**src/alive_dead_id_set_core_assert.svh**
```systemverilog
// Assertion macros shared by the alive/dead id set RTL.
// Depends on nothing; define ASSERT_OFF to compile the checks away.
`ifndef ALIVE_DEAD_ID_SET_CORE_ASSERT_SVH
`define ALIVE_DEAD_ID_SET_CORE_ASSERT_SVH

`ifndef ASSERT_OFF

// The consequent must hold in the same cycle as the antecedent.
`define ADSET_ASSERT_IMPLIES(label, clk, rst, ante, cons, msg) \
  label: assert property (@(posedge clk) disable iff (rst) (ante) |-> (cons)) \
    else $error(msg);

// The consequent must hold in the cycle after the antecedent.
`define ADSET_ASSERT_NEXT(label, clk, rst, ante, cons, msg) \
  label: assert property (@(posedge clk) disable iff (rst) (ante) |=> (cons)) \
    else $error(msg);

`else

`define ADSET_ASSERT_IMPLIES(label, clk, rst, ante, cons, msg)

`define ADSET_ASSERT_NEXT(label, clk, rst, ante, cons, msg)

`endif

`endif

```
**src/adset_pkg.sv**
```systemverilog
// Shared types and constants of the alive/dead id set block.
// Used by the channel interfaces, the controller, the datapath and the top level.
package adset_pkg;

  localparam int unsigned CAPACITY_DEFAULT = 1024;

  localparam int OP_W  = 3;
  localparam int ID_W  = 10;
  localparam int CFG_W = 11;
  localparam int RND_W = 32;

  typedef enum logic [OP_W-1:0] {
    OP_MAKE_ALIVE   = 3'd0,
    OP_MAKE_DEAD    = 3'd1,
    OP_SAMPLE_ALIVE = 3'd2,
    OP_SAMPLE_DEAD  = 3'd3,
    OP_APPEND       = 3'd4
  } op_t;

  // Commands from the controller to the datapath.
  typedef struct packed {
    logic use_input;    // lookups and decode come from the request port
    logic load_item;    // capture the request word
    logic load_cfg;     // start a rebuild from the configuration word
    logic rebuild;      // write one identity entry of the rebuild sweep
    logic swap;         // swap-with-last removal from the source list
    logic push;         // append an id at the end of a list
    logic push_fresh;   // the pushed id is the next new id, else the latched id
    logic push_alive;   // push into the alive list, else into the dead list
    logic mod_step;     // one bit of the remainder computation
    logic load_result;  // capture the response word
    logic res_changed;
    logic res_valid;
    logic res_err;
  } adset_cmd_t;

  // Status from the datapath to the controller.
  typedef struct packed {
    logic [OP_W-1:0] op;   // latched operation code
    logic as_alive;        // latched append_as_alive
    logic id_over_cap;
    logic id_unknown;
    logic known_full;
    logic list_empty;
    logic cfg_zero;
    logic rebuild_last;
    logic extend_last;
    logic mod_last;
    logic rd_alive;        // membership bit read for the looked-up id
  } adset_status_t;

endpackage

```
**src/adset_ctrl.sv**
```systemverilog
// Controller of the alive/dead id set: sequences rebuilds, moves, appends
// and samples and owns the handshakes. Uses adset_pkg and the assertion macros.
`include "alive_dead_id_set_core_assert.svh"

module adset_ctrl import adset_pkg::*; (
  input  logic            clk,
  input  logic            rst,
  input  logic            in_valid,
  input  logic [OP_W-1:0] in_op,
  output logic            in_ready,
  input  logic            cfg_valid,
  output logic            cfg_ready,
  output logic            out_valid,
  input  logic            out_ready,
  output adset_cmd_t      cmd,
  input  adset_status_t   status
);

  typedef enum logic [9:0] {
    S_IDLE    = 10'b0000000001,
    S_REBUILD = 10'b0000000010,
    S_EXTEND  = 10'b0000000100,
    S_LOOKUP  = 10'b0000001000,
    S_SWAP    = 10'b0000010000,
    S_PUSH    = 10'b0000100000,
    S_APPEND  = 10'b0001000000,
    S_MOD     = 10'b0010000000,
    S_SREAD   = 10'b0100000000,
    S_DONE    = 10'b1000000000
  } state_t;

  state_t state, state_next;
  logic   res_changed, res_changed_next;
  logic   res_valid, res_valid_next;
  logic   res_err, res_err_next;
  logic   in_fire, cfg_fire, moving;

  always_comb begin
    cfg_ready = (state == S_IDLE);
    in_ready  = (state == S_IDLE) && !cfg_valid;
    cfg_fire  = cfg_valid && cfg_ready;
    in_fire   = in_valid && in_ready;
    moving    = (status.op == OP_MAKE_ALIVE) ? !status.rd_alive : status.rd_alive;

    cmd              = '0;
    cmd.use_input    = (state == S_IDLE);
    state_next       = state;
    res_changed_next = res_changed;
    res_valid_next   = res_valid;
    res_err_next     = res_err;

    case (state)
      S_IDLE: begin
        if (cfg_fire) begin
          cmd.load_cfg = 1'b1;
          if (!status.cfg_zero) begin
            state_next = S_REBUILD;
          end
        end else if (in_fire) begin
          cmd.load_item    = 1'b1;
          res_changed_next = 1'b0;
          res_valid_next   = 1'b0;
          res_err_next     = 1'b0;
          state_next       = S_DONE;
          case (in_op)
            OP_MAKE_ALIVE: begin
              if (status.id_over_cap) begin
                res_err_next = 1'b1;
              end else if (status.id_unknown) begin
                state_next = S_EXTEND;
              end else begin
                state_next = S_SWAP;
              end
            end
            OP_MAKE_DEAD: begin
              if (status.id_over_cap || status.id_unknown) begin
                res_err_next = 1'b1;
              end else begin
                state_next = S_SWAP;
              end
            end
            OP_SAMPLE_ALIVE, OP_SAMPLE_DEAD: begin
              if (!status.list_empty) begin
                res_valid_next = 1'b1;
                state_next     = S_MOD;
              end
            end
            OP_APPEND: begin
              if (status.known_full) begin
                res_err_next = 1'b1;
              end else begin
                state_next = S_APPEND;
              end
            end
            default: state_next = S_DONE;
          endcase
        end
      end
      S_REBUILD: begin
        cmd.rebuild = 1'b1;
        if (status.rebuild_last) begin
          state_next = S_IDLE;
        end
      end
      S_EXTEND: begin
        // Missing ids join the dead list one per cycle, up to the target id.
        cmd.push       = 1'b1;
        cmd.push_fresh = 1'b1;
        if (status.extend_last) begin
          state_next = S_LOOKUP;
        end
      end
      S_LOOKUP: state_next = S_SWAP;
      S_SWAP: begin
        if (moving) begin
          cmd.swap   = 1'b1;
          state_next = S_PUSH;
        end else begin
          state_next = S_DONE;
        end
      end
      S_PUSH: begin
        cmd.push         = 1'b1;
        cmd.push_alive   = (status.op == OP_MAKE_ALIVE);
        res_changed_next = 1'b1;
        state_next       = S_DONE;
      end
      S_APPEND: begin
        cmd.push         = 1'b1;
        cmd.push_fresh   = 1'b1;
        cmd.push_alive   = status.as_alive;
        res_changed_next = 1'b1;
        state_next       = S_DONE;
      end
      S_MOD: begin
        cmd.mod_step = 1'b1;
        if (status.mod_last) begin
          state_next = S_SREAD;
        end
      end
      S_SREAD: state_next = S_DONE;
      S_DONE: begin
        if (!out_valid || out_ready) begin
          cmd.load_result = 1'b1;
          state_next      = S_IDLE;
        end
      end
      default: state_next = S_IDLE;
    endcase

    cmd.res_changed = res_changed;
    cmd.res_valid   = res_valid;
    cmd.res_err     = res_err;
  end

  always_ff @(posedge clk) begin
    if (rst) begin
      state       <= S_IDLE;
      out_valid   <= 1'b0;
      res_changed <= 1'b0;
      res_valid   <= 1'b0;
      res_err     <= 1'b0;
    end else begin
      state       <= state_next;
      res_changed <= res_changed_next;
      res_valid   <= res_valid_next;
      res_err     <= res_err_next;
      if (cmd.load_result) begin
        out_valid <= 1'b1;
      end else if (out_ready) begin
        out_valid <= 1'b0;
      end
    end
  end

  `ADSET_ASSERT_NEXT(a_busy_after_accept, clk, rst, in_valid && in_ready, !in_ready, "request accepted while an item is in work")
  `ADSET_ASSERT_NEXT(a_cfg_starts_rebuild, clk, rst, cfg_valid && cfg_ready && !status.cfg_zero, state == S_REBUILD, "configuration write did not start a rebuild")
  `ADSET_ASSERT_IMPLIES(a_extend_make_alive, clk, rst, state == S_EXTEND, status.op == OP_MAKE_ALIVE, "list extension outside make_alive")
  `ADSET_ASSERT_IMPLIES(a_swap_move_op, clk, rst, state == S_SWAP, status.op == OP_MAKE_ALIVE || status.op == OP_MAKE_DEAD, "swap step outside a move")
  `ADSET_ASSERT_IMPLIES(a_result_flags, clk, rst, cmd.load_result, !(res_changed && res_err) && !(res_valid && (res_changed || res_err)), "inconsistent response flags")

endmodule

```
**config.mk**
```make
export PLATFORM = sky130hd
export DESIGN_NAME = adset_ctrl
export DESIGN_NICKNAME = d
export VERILOG_FILES = /design/src/adset_pkg.sv /design/src/adset_ctrl.sv
export VERILOG_INCLUDE_DIRS = /design/src /design/src/src
export SDC_FILE = /design/constraint.sdc
export NUM_CORES = 1
export LEC_CHECK = 0
export ABC_CLOCK_PERIOD_IN_PS = 2200
export BUFFER_PORTS_ARGS = -buffer_cell sky130_fd_sc_hd__buf_2
export CAP_MARGIN = 10
export CORE_MARGIN = 4
export CORE_UTILIZATION = 45
export CTS_BUF_LIST = sky130_fd_sc_hd__clkbuf_4
export CTS_CLUSTER_DIAMETER = 40
export CTS_CLUSTER_SIZE = 8
export DETAILED_ROUTE_END_ITERATION = 12
export HOLD_SLACK_MARGIN = 0.12
export PLACE_DENSITY_LB_ADDON = 0.1
export SETUP_SLACK_MARGIN = 0.1
export SLEW_MARGIN = 30
export SYNTH_ARGS = -nofsm -noshare
export SYNTH_HDL_FRONTEND = slang
export SYNTH_SLANG_ARGS = --single-unit
```
**constraint.sdc**
```tcl
create_clock -name clk -period 2.2 [get_ports clk]
set_input_delay 0 -clock clk [delete_from_list [all_inputs] [get_ports clk]]
set_output_delay 0 -clock clk [all_outputs]
set_load 0.01 [all_outputs]
```
==> impl_metrics.env <==
export IMPL_outcome="completed"
export IMPL_clkSinkCount=14
export IMPL_cts_buffers=3
export IMPL_post_synth_top_count_cell="dfxtp_1"
export IMPL_switching_share=0.3349
export IMPL_grt_max_degree=12
export IMPL_grt_usage=0.1944
export IMPL_drt_iter0_markers=14
export IMPL_path_cells="or3_4 > or2_4 > or3_4 > o21bai_2 > nand2_1 > buf_2"
export IMPL_period_share=0.9382
export IMPL_worstSetupEndpointType="output port"
export IMPL_combPwrFrac=0.411
export IMPL_ys_warn_count=0
export IMPL_dp_slack_ns=0.1679
export IMPL_io_buffers=36
export IMPL_clock_fmax_mhz=484.5
export IMPL_wire_per_inst_um=13.19
export IMPL_slowest_stage="or3_4"
export IMPL_rsz0062_at_grt="yes"
export IMPL_cts_tree="yes"
export IMPL_syn_nets=148
export IMPL_timing_slew_headroom=0.7357
export IMPL_vias_per_cell=5.399
export IMPL_synthDistinctLibCells=38
export IMPL_synthTopCellsByCount="dfxtp_1 (14), nor2_1 (13), nand2_1 (10), a21oi_1 (8)"
export IMPL_synth_area_leaders="dfxtp_1 (28%), nor2_1 (4.9%), a21oi_1 (4.0%)"
export IMPL_clk_path_buf_depth=2
export IMPL_diodes=0
export IMPL_dieArea_um2=3020
export IMPL_synth_cell_area_um2=992.2
export IMPL_setup_tns_ns=0
export IMPL_area_delta_synth_final_pct=40.73
export IMPL_critPathMaxStageDelay_ns=0.41
export IMPL_cp_start_kind="register"
export IMPL_p_per_area_nw_per_um2=514.9
export IMPL_async_flop_share=0
export IMPL_rows=16
export IMPL_die_x_um=54.96
export IMPL_min_path_type="in2reg"
export IMPL_grt_pass1_vias=1058
export IMPL_gr_total_overflow=0
export IMPL_syn_inst=127
export IMPL_power_leakage_nw=0.6049
export IMPL_worst_slew_pin_slew_ns=0.3932
export IMPL_place_congestion=0.8808
export IMPL_worst_slack_ns=0.1360
export IMPL_ant_nets=0
export IMPL_path_clk_slew_ns=0.09
export IMPL_drcViolationCount=0
export IMPL_crit_type="reg2out"
export IMPL_crit_path_frequent_cell="or3_4"
export IMPL_vias=1096
export IMPL_yosysTopAreaCell="dfxtp_1"
export IMPL_ys_ff_latch=14
export IMPL_core_area_um2=2022
export IMPL_r2r_setup_slack_ns=0.19
export IMPL_hold_viol_final=0
export IMPL_drtPass1Iterations=4
export IMPL_max_vdd_ir_drop_uv=346.7
export IMPL_drv_cap=0
export IMPL_pin_count=37
export IMPL_skew_ns=0.007628
export IMPL_routed_wl_mm=2.678
export IMPL_pwr_share_seq=0.383
export IMPL_grt_first_pass_wirelength_mm=4.291
export IMPL_root_buffer="clkbuf_4"
export IMPL_arrival_ns=2.06
export IMPL_dieHeight_um=54.96
export IMPL_required_ns=2.20
export IMPL_setup_violations=0
export IMPL_initial_core_util=0.4907
export IMPL_layout_min_cycle_time_ns=2.064
export IMPL_yosys_area_top_type_share=0.2825
export IMPL_clk_latency_ns=0.27
export IMPL_p_int_mw=0.4782
export IMPL_antenna_found_initial=0
export IMPL_p_switching_mw=0.2408
export IMPL_avgSynthCellArea_um2=7.813
export IMPL_maxSlewViolCount=0
export IMPL_pwr_share_clk=0.205
export IMPL_synth_edf_count=0
export IMPL_yosysSeqAreaShare=0.2825
export IMPL_hpwl_mm=2.043
export IMPL_ys_flop_type="dfxtp_1"
export IMPL_nets=198
export IMPL_critPathMaxFanout=6
export IMPL_drive_above_1_share=0.3977
export IMPL_htreeDepth=1
## cells by family after synthesis
group                  synth area share
AND/OR/NAND/NOR                  0.4287
buffers and inverters           0.07566
AO/OA/AOI/OAI                    0.1664
XOR/XNOR                        0.03532
flip-flops                       0.2825
multiplexers                    0.01135
## cell usage in the layout, fill, tap and decap left out, types with 4 or more instances in the layout
cell type,n
nand2b_1,4
dlygate4sd3_1,13
buf_2,36
nand2_1,9
nor2_1,12
dfxtp_1,9
buf_4,5
a21oi_1,8
nor3_1,6
o21ai_0,7
dfxtp_2,4
nor2b_1,4
nand3_1,4
## registers in the layout, summed over array words and instances (netlist names)
signal and flops:
state 10, out_valid 1, res_changed 1, res_err 1, res_valid 1
## layout make-up
type | count | area [um^2]
multi-input combinational | 101 | 688.2
fill | 186 | 625.6
timing repair buffer | 54 | 347.8
sequential | 14 | 289.0
tap | 27 | 33.78
clock buffer | 3 | 22.52
inverter | 3 | 11.26
clock inverter | 1 | 3.754
## metrics by stage
| stage | utilization | cell area (um^2) | instances | total power [mW] | hold slack (ns) |
|---|---|---|---|---|---|
| final | 0.6906 | 1396 | 203 | 0.7190 | 0.1685 |
| after global routing | 0.6906 | 1396 | 203 | 0.7639 | 0.1726 |
| after CTS | 0.6535 | 1321 | 199 | 0.6810 | 0.1579 |
| after detailed placement | 0.5712 | 1155 | 182 | 0.5152 | 0.2992 |
| after global placement | 0.5712 | 1155 | 182 | 0.5123 | 0.2977 |
| after floorplan | - | 997.2 | 127 | 0.4388 | 0.04065 |
## power groups by stage
stage,Combinational [mW],Clock (mW),Sequential [mW]
global route,0.322,0.164,0.278
finish,0.296,0.148,0.276
floorplan,0.161,0,0.277
CTS,0.256,0.150,0.275
global placement,0.233,0,0.280
detailed placement,0.235,0,0.281
## layer usage
| layer | vias up | wire length (um) | GRT usage |
|---|---|---|---|
| li1 | 559 | - | - |
| met1 | 499 | 1147 | 0.2199 |
| met2 | 34 | 1339 | 0.3661 |
| met3 | 4 | 173 | 0.04021 |
| met4 | 0 | 17 | 0.04858 |
| met5 | - | 0 | 0 |
## worst max-delay path, delay by kind of cell (launching register included)
family | cells | cell delay, ns
and+or+nand+nor | 4 | 1.07
AOI/OAI and AO/OA | 1 | 0.21
buffers and inverters | 1 | 0.12
DFF | 1 | 0.37
## path summary, 6_finish.rpt
kind,start,to,depth (start not counted)
max,state[2],cmd[7],6
min,status[2],state[2],4
max reg2reg,state[6],state[1],5
min reg2reg,res_changed,res_changed,2
## what timing repair did
| item | 4_1_cts | 5_1_grt |
|---|---|---|
| pin swaps | 0 | 3 |
| buffers inserted | 0 | 4 |
| hold buffers | 13 | 0 |
| endpoints found under the setup margin | 2 | 12 |
| endpoints found under the hold margin | 11 | 0 |
| gates resized for setup | 4 | 13 |
(Power assumes the default switching activity.)
